File: src/rtl/core/mtk_pkg.sv
// shared types, codes and keypad character tables for the multi-tap text entry unit
package mtk_pkg;

    // item kinds
    localparam logic [2:0] FUNC_PRESS      = 3'd0;
    localparam logic [2:0] FUNC_LONG_PRESS = 3'd1;
    localparam logic [2:0] FUNC_TICK       = 3'd2;
    localparam logic [2:0] FUNC_COMMIT     = 3'd3;
    localparam logic [2:0] FUNC_START      = 3'd4;

    // special keys
    localparam logic [3:0] KEY_MODE     = 4'd10;
    localparam logic [3:0] KEY_FUNC     = 4'd11;
    localparam logic [3:0] KEY_BACK     = 4'd12;
    localparam logic [3:0] KEY_LAST_DIG = 4'd9;

    // entry modes
    localparam logic [1:0] MODE_UPPER  = 2'd0;
    localparam logic [1:0] MODE_LOWER  = 2'd1;
    localparam logic [1:0] MODE_DIGITS = 2'd2;
    localparam logic [1:0] MODE_SPARE  = 2'd3;

    // configuration register indexes
    localparam logic CFG_MAX_LENGTH   = 1'b0;
    localparam logic CFG_COMMIT_TICKS = 1'b1;

    localparam logic [7:0] MAX_LENGTH_RST   = 8'd32;
    localparam logic [7:0] COMMIT_TICKS_RST = 8'd80;
    localparam logic [7:0] TICKS_SAT        = 8'd255;
    localparam logic [6:0] CHAR_ZERO        = 7'h30;

    typedef struct packed {
        logic [7:0] length_count;
        logic [1:0] entry_mode;
        logic       upper_flag;
        logic       pending_flag;
        logic [3:0] tap_key;
        logic [2:0] cycle_position;
        logic [7:0] idle_ticks;
    } state_t;

    typedef struct packed {
        logic       accepted;
        logic       write_valid;
        logic [7:0] write_index;
        logic [6:0] write_char;
        logic [7:0] text_length;
        logic [1:0] entry_mode_out;
        logic       pending_out;
    } result_t;

    // number of characters on a digit key
    function automatic logic [2:0] key_count(input logic [3:0] key);
        logic [2:0] cnt;
        unique case (key)
            4'd0:                cnt = 3'd2;
            4'd1, 4'd7, 4'd9:    cnt = 3'd5;
            default:             cnt = 3'd4;
        endcase
        return cnt;
    endfunction

    // character at a position of a digit key's cycle (upper case)
    function automatic logic [6:0] key_char(input logic [3:0] key, input logic [2:0] pos);
        logic [6:0] c;
        c = 7'h00;
        unique case (key)
            4'd0: begin
                unique case (pos)
                    3'd0:    c = 7'h20;
                    3'd1:    c = 7'h30;
                    default: c = 7'h00;
                endcase
            end
            4'd1: begin
                unique case (pos)
                    3'd0:    c = 7'h2E;
                    3'd1:    c = 7'h2C;
                    3'd2:    c = 7'h3F;
                    3'd3:    c = 7'h21;
                    3'd4:    c = 7'h31;
                    default: c = 7'h00;
                endcase
            end
            4'd7: begin
                unique case (pos)
                    3'd0:    c = 7'h50;
                    3'd1:    c = 7'h51;
                    3'd2:    c = 7'h52;
                    3'd3:    c = 7'h53;
                    3'd4:    c = 7'h37;
                    default: c = 7'h00;
                endcase
            end
            4'd8: begin
                unique case (pos)
                    3'd0:    c = 7'h54;
                    3'd1:    c = 7'h55;
                    3'd2:    c = 7'h56;
                    3'd3:    c = 7'h38;
                    default: c = 7'h00;
                endcase
            end
            4'd9: begin
                unique case (pos)
                    3'd0:    c = 7'h57;
                    3'd1:    c = 7'h58;
                    3'd2:    c = 7'h59;
                    3'd3:    c = 7'h5A;
                    3'd4:    c = 7'h39;
                    default: c = 7'h00;
                endcase
            end
            4'd2, 4'd3, 4'd4, 4'd5, 4'd6: begin
                // three consecutive letters starting at A + 3*(key-2), then the digit
                if (pos < 3'd3) begin
                    c = 7'h41 + 7'(3 * (key - 4'd2)) + 7'(pos);
                end else if (pos == 3'd3) begin
                    c = CHAR_ZERO + 7'(key);
                end else begin
                    c = 7'h00;
                end
            end
            default: c = 7'h00;
        endcase
        return c;
    endfunction

endpackage

File: src/rtl/core/multitap_keypad_text_entry_unit.sv
// top level of the multi-tap keypad text entry unit
//
// Phone-keypad multi-tap text entry. Each input word is one event: key press,
// long press, timer tick, commit or start (kind in s_axis_tuser, key code in
// s_axis_tdata). Every accepted word produces exactly one result word that
// reports whether the event was handled, at most one character write (index
// and ASCII value, 0 for a deletion), the text length, the entry mode and the
// pending flag. The unit holds no text itself; the consumer applies the writes.
// Throughput is one word per clock unless the consumer stalls: the event is
// decoded and the state updated combinationally, straight into the output
// register that drives m_axis_tvalid. The output register frees in the same
// cycle it is taken, so back-pressure only stalls the input while a result is
// held. Configuration (max_length at index 0, commit_ticks at index 1) is
// written through cfg_wr_en/cfg_addr/cfg_wdata and must only change while no
// result is outstanding. Start clears the text to empty; the unit is ready
// right after reset.
module multitap_keypad_text_entry_unit (
    input  logic        aclk,
    input  logic        aresetn,

    // configuration write port
    input  logic        cfg_wr_en,
    input  logic        cfg_addr,
    input  logic [7:0]  cfg_wdata,

    // event input
    input  logic        s_axis_tvalid,
    output logic        s_axis_tready,
    input  logic [7:0]  s_axis_tdata,   // [3:0] key_code, [7:4] zero
    input  logic [2:0]  s_axis_tuser,   // [2:0] func

    // result output
    output logic        m_axis_tvalid,
    input  logic        m_axis_tready,
    output logic [31:0] m_axis_tdata,   // [7:0] write_index, [14:8] write_char,
                                        // [22:15] text_length, [24:23] entry_mode_out,
                                        // [25] pending_out, [31:26] zero
    output logic [1:0]  m_axis_tuser    // [0] accepted, [1] write_valid
);
    import mtk_pkg::*;

    // control and config registers
    state_t     state_reg;
    state_t     state_next;
    logic [7:0] max_length_reg;
    logic [7:0] commit_ticks_reg;
    logic       m_valid_reg;

    // output payload
    result_t    result_reg;
    result_t    result_next;

    logic       in_accept;

    // input is free whenever the output slot is empty or being drained
    assign s_axis_tready = !m_valid_reg || m_axis_tready;
    assign in_accept     = s_axis_tvalid && s_axis_tready;

    mtk_step u_step (
        .state        (state_reg),
        .func         (s_axis_tuser),
        .key_code     (s_axis_tdata[3:0]),
        .max_length   (max_length_reg),
        .commit_ticks (commit_ticks_reg),
        .state_next   (state_next),
        .result       (result_next)
    );

    // state, config and output valid
    always_ff @(posedge aclk) begin
        if (!aresetn) begin
            state_reg.length_count   <= 8'd0;
            state_reg.entry_mode     <= MODE_UPPER;
            state_reg.upper_flag     <= 1'b1;
            state_reg.pending_flag   <= 1'b0;
            state_reg.tap_key        <= 4'd0;
            state_reg.cycle_position <= 3'd0;
            state_reg.idle_ticks     <= 8'd0;
            max_length_reg           <= MAX_LENGTH_RST;
            commit_ticks_reg         <= COMMIT_TICKS_RST;
            m_valid_reg              <= 1'b0;
        end else begin
            if (in_accept) begin
                state_reg <= state_next;
            end
            if (cfg_wr_en) begin
                unique case (cfg_addr)
                    CFG_MAX_LENGTH:   max_length_reg   <= cfg_wdata;
                    CFG_COMMIT_TICKS: commit_ticks_reg <= cfg_wdata;
                    default:          max_length_reg   <= max_length_reg;
                endcase
            end
            if (in_accept) begin
                m_valid_reg <= 1'b1;
            end else if (m_axis_tready) begin
                m_valid_reg <= 1'b0;
            end
        end
    end

    // result payload, loaded on every accepted word
    always_ff @(posedge aclk) begin
        if (in_accept) begin
            result_reg <= result_next;
        end
    end

    assign m_axis_tvalid = m_valid_reg;
    assign m_axis_tdata  = {6'd0,
                            result_reg.pending_out,
                            result_reg.entry_mode_out,
                            result_reg.text_length,
                            result_reg.write_char,
                            result_reg.write_index};
    assign m_axis_tuser  = {result_reg.write_valid, result_reg.accepted};

endmodule

File: src/rtl/core/mtk_step.sv
// next-state and result logic for one keypad word
module mtk_step (
    input  mtk_pkg::state_t  state,
    input  logic [2:0]       func,
    input  logic [3:0]       key_code,
    input  logic [7:0]       max_length,
    input  logic [7:0]       commit_ticks,
    output mtk_pkg::state_t  state_next,
    output mtk_pkg::result_t result
);
    import mtk_pkg::*;

    logic       acc;
    logic       wv;
    logic [7:0] widx;
    logic [6:0] wch;
    logic       has_room;
    logic [2:0] pos_inc;
    logic [2:0] pos_next;
    logic [6:0] raw_char;
    logic [6:0] raw_first;
    logic [7:0] ticks_inc;

    assign has_room  = state.length_count < max_length;
    assign pos_inc   = state.cycle_position + 3'd1;
    assign pos_next  = (pos_inc >= key_count(key_code)) ? 3'd0 : pos_inc;
    assign raw_char  = key_char(key_code, pos_next);
    assign raw_first = key_char(key_code, 3'd0);
    assign ticks_inc = (state.idle_ticks != TICKS_SAT) ? state.idle_ticks + 8'd1
                                                      : state.idle_ticks;

    // lower-case fold of letters when not in upper-case mode
    function automatic logic [6:0] fold(input logic [6:0] c, input logic up);
        logic [6:0] r;
        r = c;
        if (!up && c >= 7'h41 && c <= 7'h5A) begin
            r = c + 7'd32;
        end
        return r;
    endfunction

    always_comb begin
        state_next = state;
        acc  = 1'b1;
        wv   = 1'b0;
        widx = 8'd0;
        wch  = 7'd0;

        unique case (func)
            FUNC_PRESS: begin
                priority if (key_code == KEY_MODE) begin
                    state_next.pending_flag   = 1'b0;
                    state_next.tap_key        = 4'd0;
                    state_next.cycle_position = 3'd0;
                    state_next.idle_ticks     = 8'd0;
                    unique case (state.entry_mode)
                        MODE_UPPER:  state_next.entry_mode = MODE_LOWER;
                        MODE_LOWER:  state_next.entry_mode = MODE_DIGITS;
                        MODE_DIGITS: state_next.entry_mode = MODE_UPPER;
                        MODE_SPARE:  state_next.entry_mode = MODE_LOWER;
                        default:     state_next.entry_mode = MODE_UPPER;
                    endcase
                    state_next.upper_flag = (state_next.entry_mode == MODE_UPPER);
                end else if (key_code == KEY_FUNC || key_code == KEY_BACK) begin
                    if (state.length_count != 8'd0) begin
                        state_next.length_count = state.length_count - 8'd1;
                        wv   = 1'b1;
                        widx = state.length_count - 8'd1;
                    end
                    state_next.pending_flag   = 1'b0;
                    state_next.tap_key        = 4'd0;
                    state_next.cycle_position = 3'd0;
                    state_next.idle_ticks     = 8'd0;
                end else if (key_code > KEY_LAST_DIG) begin
                    acc = 1'b0;
                end else if (state.entry_mode == MODE_DIGITS) begin
                    state_next.pending_flag   = 1'b0;
                    state_next.tap_key        = 4'd0;
                    state_next.cycle_position = 3'd0;
                    state_next.idle_ticks     = 8'd0;
                    if (has_room) begin
                        wv   = 1'b1;
                        widx = state.length_count;
                        wch  = CHAR_ZERO + 7'(key_code);
                        state_next.length_count = state.length_count + 8'd1;
                    end
                end else if (state.pending_flag && state.tap_key == key_code
                             && state.length_count != 8'd0) begin
                    // repeat press: replace last character in place
                    state_next.cycle_position = pos_next;
                    state_next.idle_ticks     = 8'd0;
                    wv   = 1'b1;
                    widx = state.length_count - 8'd1;
                    wch  = fold(raw_char, state.upper_flag);
                end else begin
                    state_next.pending_flag   = 1'b0;
                    state_next.tap_key        = 4'd0;
                    state_next.cycle_position = 3'd0;
                    state_next.idle_ticks     = 8'd0;
                    if (has_room) begin
                        state_next.pending_flag = 1'b1;
                        state_next.tap_key      = key_code;
                        wv   = 1'b1;
                        widx = state.length_count;
                        wch  = fold(raw_first, state.upper_flag);
                        state_next.length_count = state.length_count + 8'd1;
                    end
                end
            end
            FUNC_LONG_PRESS: begin
                if (key_code > KEY_LAST_DIG) begin
                    acc = 1'b0;
                end else begin
                    state_next.pending_flag   = 1'b0;
                    state_next.tap_key        = 4'd0;
                    state_next.cycle_position = 3'd0;
                    state_next.idle_ticks     = 8'd0;
                    if (has_room) begin
                        wv   = 1'b1;
                        widx = state.length_count;
                        wch  = CHAR_ZERO + 7'(key_code);
                        state_next.length_count = state.length_count + 8'd1;
                    end
                end
            end
            FUNC_TICK: begin
                if (state.pending_flag) begin
                    if (ticks_inc >= commit_ticks) begin
                        state_next.pending_flag   = 1'b0;
                        state_next.tap_key        = 4'd0;
                        state_next.cycle_position = 3'd0;
                        state_next.idle_ticks     = 8'd0;
                    end else begin
                        state_next.idle_ticks = ticks_inc;
                    end
                end
            end
            FUNC_COMMIT: begin
                state_next.pending_flag   = 1'b0;
                state_next.tap_key        = 4'd0;
                state_next.cycle_position = 3'd0;
                state_next.idle_ticks     = 8'd0;
            end
            FUNC_START: begin
                state_next.length_count   = 8'd0;
                state_next.entry_mode     = MODE_UPPER;
                state_next.upper_flag     = 1'b1;
                state_next.pending_flag   = 1'b0;
                state_next.tap_key        = 4'd0;
                state_next.cycle_position = 3'd0;
                state_next.idle_ticks     = 8'd0;
            end
            default: begin
                acc = 1'b0;
            end
        endcase

        result.accepted       = acc;
        result.write_valid    = wv;
        result.write_index    = widx;
        result.write_char     = wch;
        result.text_length    = state_next.length_count;
        result.entry_mode_out = state_next.entry_mode;
        result.pending_out    = state_next.pending_flag;
    end

endmodule

File: config.mk
export PLATFORM = sky130hd
export DESIGN_NAME = multitap_keypad_text_entry_unit
export DESIGN_NICKNAME = d
export VERILOG_FILES = /design/src/rtl/core/mtk_pkg.sv /design/src/rtl/core/multitap_keypad_text_entry_unit.sv /design/src/rtl/core/mtk_step.sv
export SDC_FILE = /design/constraint.sdc
export NUM_CORES = 1
export LEC_CHECK = 0
export ABC_AREA = 1
export BUFFER_PORTS_ARGS = -buffer_cell sky130_fd_sc_hd__buf_4
export CORE_MARGIN = 3
export CORE_UTILIZATION = 35
export CTS_CLUSTER_SIZE = 14
export DETAILED_ROUTE_END_ITERATION = 8
export GPL_TIMING_DRIVEN = 0
export HOLD_SLACK_MARGIN = 0.12
export PLACE_DENSITY = 0.59
export SLEW_MARGIN = 40
export SYNTH_ARGS = -nofsm -noshare
export SYNTH_HDL_FRONTEND = slang
export SYNTH_SLANG_ARGS = --single-unit
File: constraint.sdc
create_clock -name aclk -period 5 [get_ports aclk]
set_input_delay 1 -clock aclk [delete_from_list [all_inputs] [get_ports aclk]]
set_output_delay 1 -clock aclk [all_outputs]
set_load 0.01 [all_outputs]
==> key figures <==
Drt
  • DR WL/cell: 14.4 µm
  • Total wire length: 16900 µm
  • DRC Markers: 0
  • Pre-Repair DR Iteration Count: 5
  • Detailed Route Iter0 Violations: around 320
  • Routed Antenna Nets: 0
  • Routed vias/inst: between 5 and 6
  • Total number of vias: between 5k and 6k

Critical path
  • Worst EP arrival: 4.71 ns
  • CP max stage cell: fa_1
  • Crit path top cell by count: nand2_1
  • Reg-to-reg slack, setup: between 1 and 1.5 ns
  • Type of the worst setup path: primary input to flop
  • CP Data Required Time: about 5.1 ns
  • Max incr delay on CP: ~0.40 ns
  • CP max FO: 8
  • R2R Path End: m_axis_tdata[13]
  • CP Capture Type: flop
  • R2R cell count: 27
  • Critical Path Source Type: primary input
  • Worst r2r src: state_reg[8]

STA
  • Slew Limit Fails: 0
  • Max-Slew Margin vs Limit: 45.2%
  • Fin crit share: 92.5%
  • Setup-failing EPs final: 0
  • RSZ-0062 raised after global routing: no
  • Hold Fails Final Rpt: 0
  • Final min period: between 4 and 5 ns
  • Worst Tran Pin Value: 0.815 ns
  • Hold slack: 0.457 ns
  • FMAX: roughly 0.22 GHz
  • Skew final: 0.00705 ns

Die
  • Row cnt: 47
  • Die height: between 100 and 150 µm
  • Die width: 137 µm
  • Die area: between 15000 and 20000 µm²
  • Top Ports: between 60 and 70
  • Initial Util: around 36%
  • Core Area: 16700 µm²

Pwr
  • Leakage power: 3.23 nW
  • Clock power share: between 30% and 40%
  • Pwr Total: ~0.0019 W
  • NetSw: between 0.0006 and 0.0007 W
  • P per Cell Area: between 200 and 300 nW/µm²
  • Internal power: ~0.0012 W
  • Combinational power share: 32.2%
  • Sequential Power Share: a little over a third
  • Maximum VDD drop: roughly 0.24 mV
  • Sw Ratio: 35.3%

Global routing
  • Number of global-route vias before repair: about 5.4k
  • Global route total overflow: 0
  • Tot GR Track Use: a little under a fifth
  • Initial antenna violation count: 0
  • First-pass GRT wire length: 27500 µm
  • Largest net degree at the start of global routing: 38

Finish
  • Syn-to-layout area delta: 17.0%
  • Final #Nets: between 1k and 1.5k
  • Number of fill cells: 1778
  • Antenna diodes: 0
  • Most common cell after layout, fill and taps aside: nand2_1
  • Layout cell share with drive strength beyond 1: 15.2%
  • Most frequent cells in the layout: 194 x nand2_1, 109 x inv_1, 80 x nor2_1, 68 x o21ai_0, 64 x a21oi_1
  • Max reg flops: 27

Yosys
  • Post-synth EDFFs: 28
  • Yosys reg bits: just over 70
  • Syn avg cell area: 6.85 µm²
  • Post-synthesis sequential area ratio: 28.7%
  • Adder-cell share of the synthesized area: under 10%
  • Synth warn: 0
  • Main flop type after synthesis: dfxtp_1
  • Largest family of logic cells by synthesized area: simple AND/OR/NAND/NOR gates
  • Complex-gate fraction of the synthesized area: between 10% and 20%
  • Synth Area in Simple Gates: approximately 30%
  • Syn Std Cell Area: 6000 µm²
  • Netlist cell types: 53
  • Post-Syn Instances: roughly 900
  • Ys async rst share: 0%
  • Mux cell area share after synthesis: less than 1%
  • Post-synthesis xor/xnor area fraction: 3.07%

Clock network
  • H-tree depth: 3
  • Worst skew pair latency: 0.34 ns
  • CTS Hold Bufs: 0
  • Root Driver: clkbuf_16
  • CTS tree: done
  • TritonCTS Buffers: 9
  • Clock slew seen by the registers of the worst setup and hold paths: approximately 0.06 ns
  • Clk sinks: 72
  • Longest Clk Path Bufs: 2

Place
  • Global placement routability congestion: 0.884
  • HPWL Detailed: 13100 µm
  • IO buf count: 50

Run
  • Max cap viols: 0

Min path
  • Class of the most critical hold timing path: flop to flop
  • WHS Path Cells: 2
  • Min-delay src: max_length_reg[6]
  • Hold Path Sink: max_length_reg[6]

Status
  • Outcome: completed
synthesized netlist by cell type, types with 5 or more instances:
| library cell | n | area share (%) |
|---|---|---|
| nand2_1 | 196 | 12 |
| nor2_2 | 10 | 1.0 |
| nand4_1 | 16 | 1.7 |
| o21ai_0 | 68 | 5.7 |
| a31oi_1 | 5 | 0.52 |
| inv_2 | 15 | 0.94 |
| xnor2_1 | 6 | 0.88 |
| edfxtp_1 | 28 | 14 |
| buf_4 | 6 | 0.75 |
| o21ai_1 | 5 | 0.42 |
| a21oi_1 | 65 | 5.4 |
| clkbuf_1 | 11 | 0.69 |
| nand2_2 | 5 | 0.52 |
| nand3_1 | 54 | 4.5 |
| xor2_1 | 15 | 2.2 |
| ha_1 | 43 | 9.0 |
| inv_1 | 113 | 7.1 |
| dfxtp_1 | 44 | 15 |
| buf_2 | 6 | 0.50 |
| a211oi_1 | 5 | 0.63 |
| o22ai_1 | 13 | 1.4 |
| nand2_4 | 5 | 0.94 |
| nor3_1 | 9 | 0.75 |
| nor2_1 | 80 | 5.0 |
| o211ai_1 | 8 | 1.0 |
worst max-delay path, delay by kind of cell:
family | cells | cell delay (ns)
AOI/OAI and AO/OA | 2 | 0.26
adders and majority gates | 4 | 1.09
buffers and inverters | 6 | 0.72
and+or+nand+nor | 19 | 1.65
cell type report:
| class | instances | area (µm²) | share of cell area (%) |
|---|---|---|---|
| buffer | 25 | 131 | 1.87 |
| clock buffer | 12 | 256 | 3.66 |
| clock inverter | 4 | 26.3 | 0.374 |
| inverter | 130 | 499 | 7.11 |
| multi-input combinational | 654 | 3700 | 52.7 |
| sequential | 72 | 1720 | 24.5 |
| tap | 220 | 275 | 3.92 |
| timing repair buffer | 54 | 405 | 5.78 |
logic make-up (layout without fill, tap and decap cells):
kind of cell	count (synthesis)	after routing
simple gates	392	392
compound gates	189	189
buf+inv	155	225
flops	72	72
fa+ha+maj	45	45
xor+xnor	21	21
other cells	1	6
mux	1	1
per-stage QoR:
stage                     std cells  setup slack (ns)  area, µm²  utilization, %  setup TNS (ns)
final                          1171             0.374       7020            42.0               0
after global routing           1171          0.000311       7020            42.0               0
after CTS                      1167            0.0423       6960            41.6               0
after detailed placement       1151            -0.356       6670            39.9          -0.528
after global placement         1151            -0.355       6670            39.9          -0.502
after floorplan                 881             0.592       6020               -               0
power groups by stage:
| stage | combinational, W | clock, W | sequential, W |
|---|---|---|---|
| global route | 0.000689 | 0.000664 | 0.000672 |
| global placement | 0.000590 | 0 | 0.000681 |
| floorplan | 0.000419 | 0 | 0.000684 |
| finish | 0.000609 | 0.000616 | 0.000668 |
| CTS | 0.000596 | 0.000638 | 0.000668 |
| detailed placement | 0.000591 | 0 | 0.000681 |
how the worst max path moves through the flow:
stage	from	end	slack, ns	cells after the start
after floorplan	s_axis_tdata[1]	m_axis_tdata[13]	0.59	30
after global placement	s_axis_tdata[1]	m_axis_tdata[13]	-0.35	31
after detailed placement	s_axis_tdata[1]	m_axis_tdata[13]	-0.36	31
after CTS	s_axis_tdata[1]	m_axis_tdata[13]	0.04	31
after global routing	s_axis_tdata[0]	m_axis_tdata[13]	0.0003	29
final	s_axis_tdata[1]	m_axis_tdata[13]	0.37	31
layer usage:
metal,wire length (µm),track usage (%),vias up
li1,-,-,3058
met1,8200,26.3,2622
met2,7470,28.6,158
met3,929,3.79,22
met4,310,4.99,0
met5,0,0,-
timing repair:
item                                    4_1_cts  5_1_grt
buffers inserted                              0        4
resized for setup                             1        9
endpoints found under the setup margin        1        3
(Power assumes the default switching activity.)
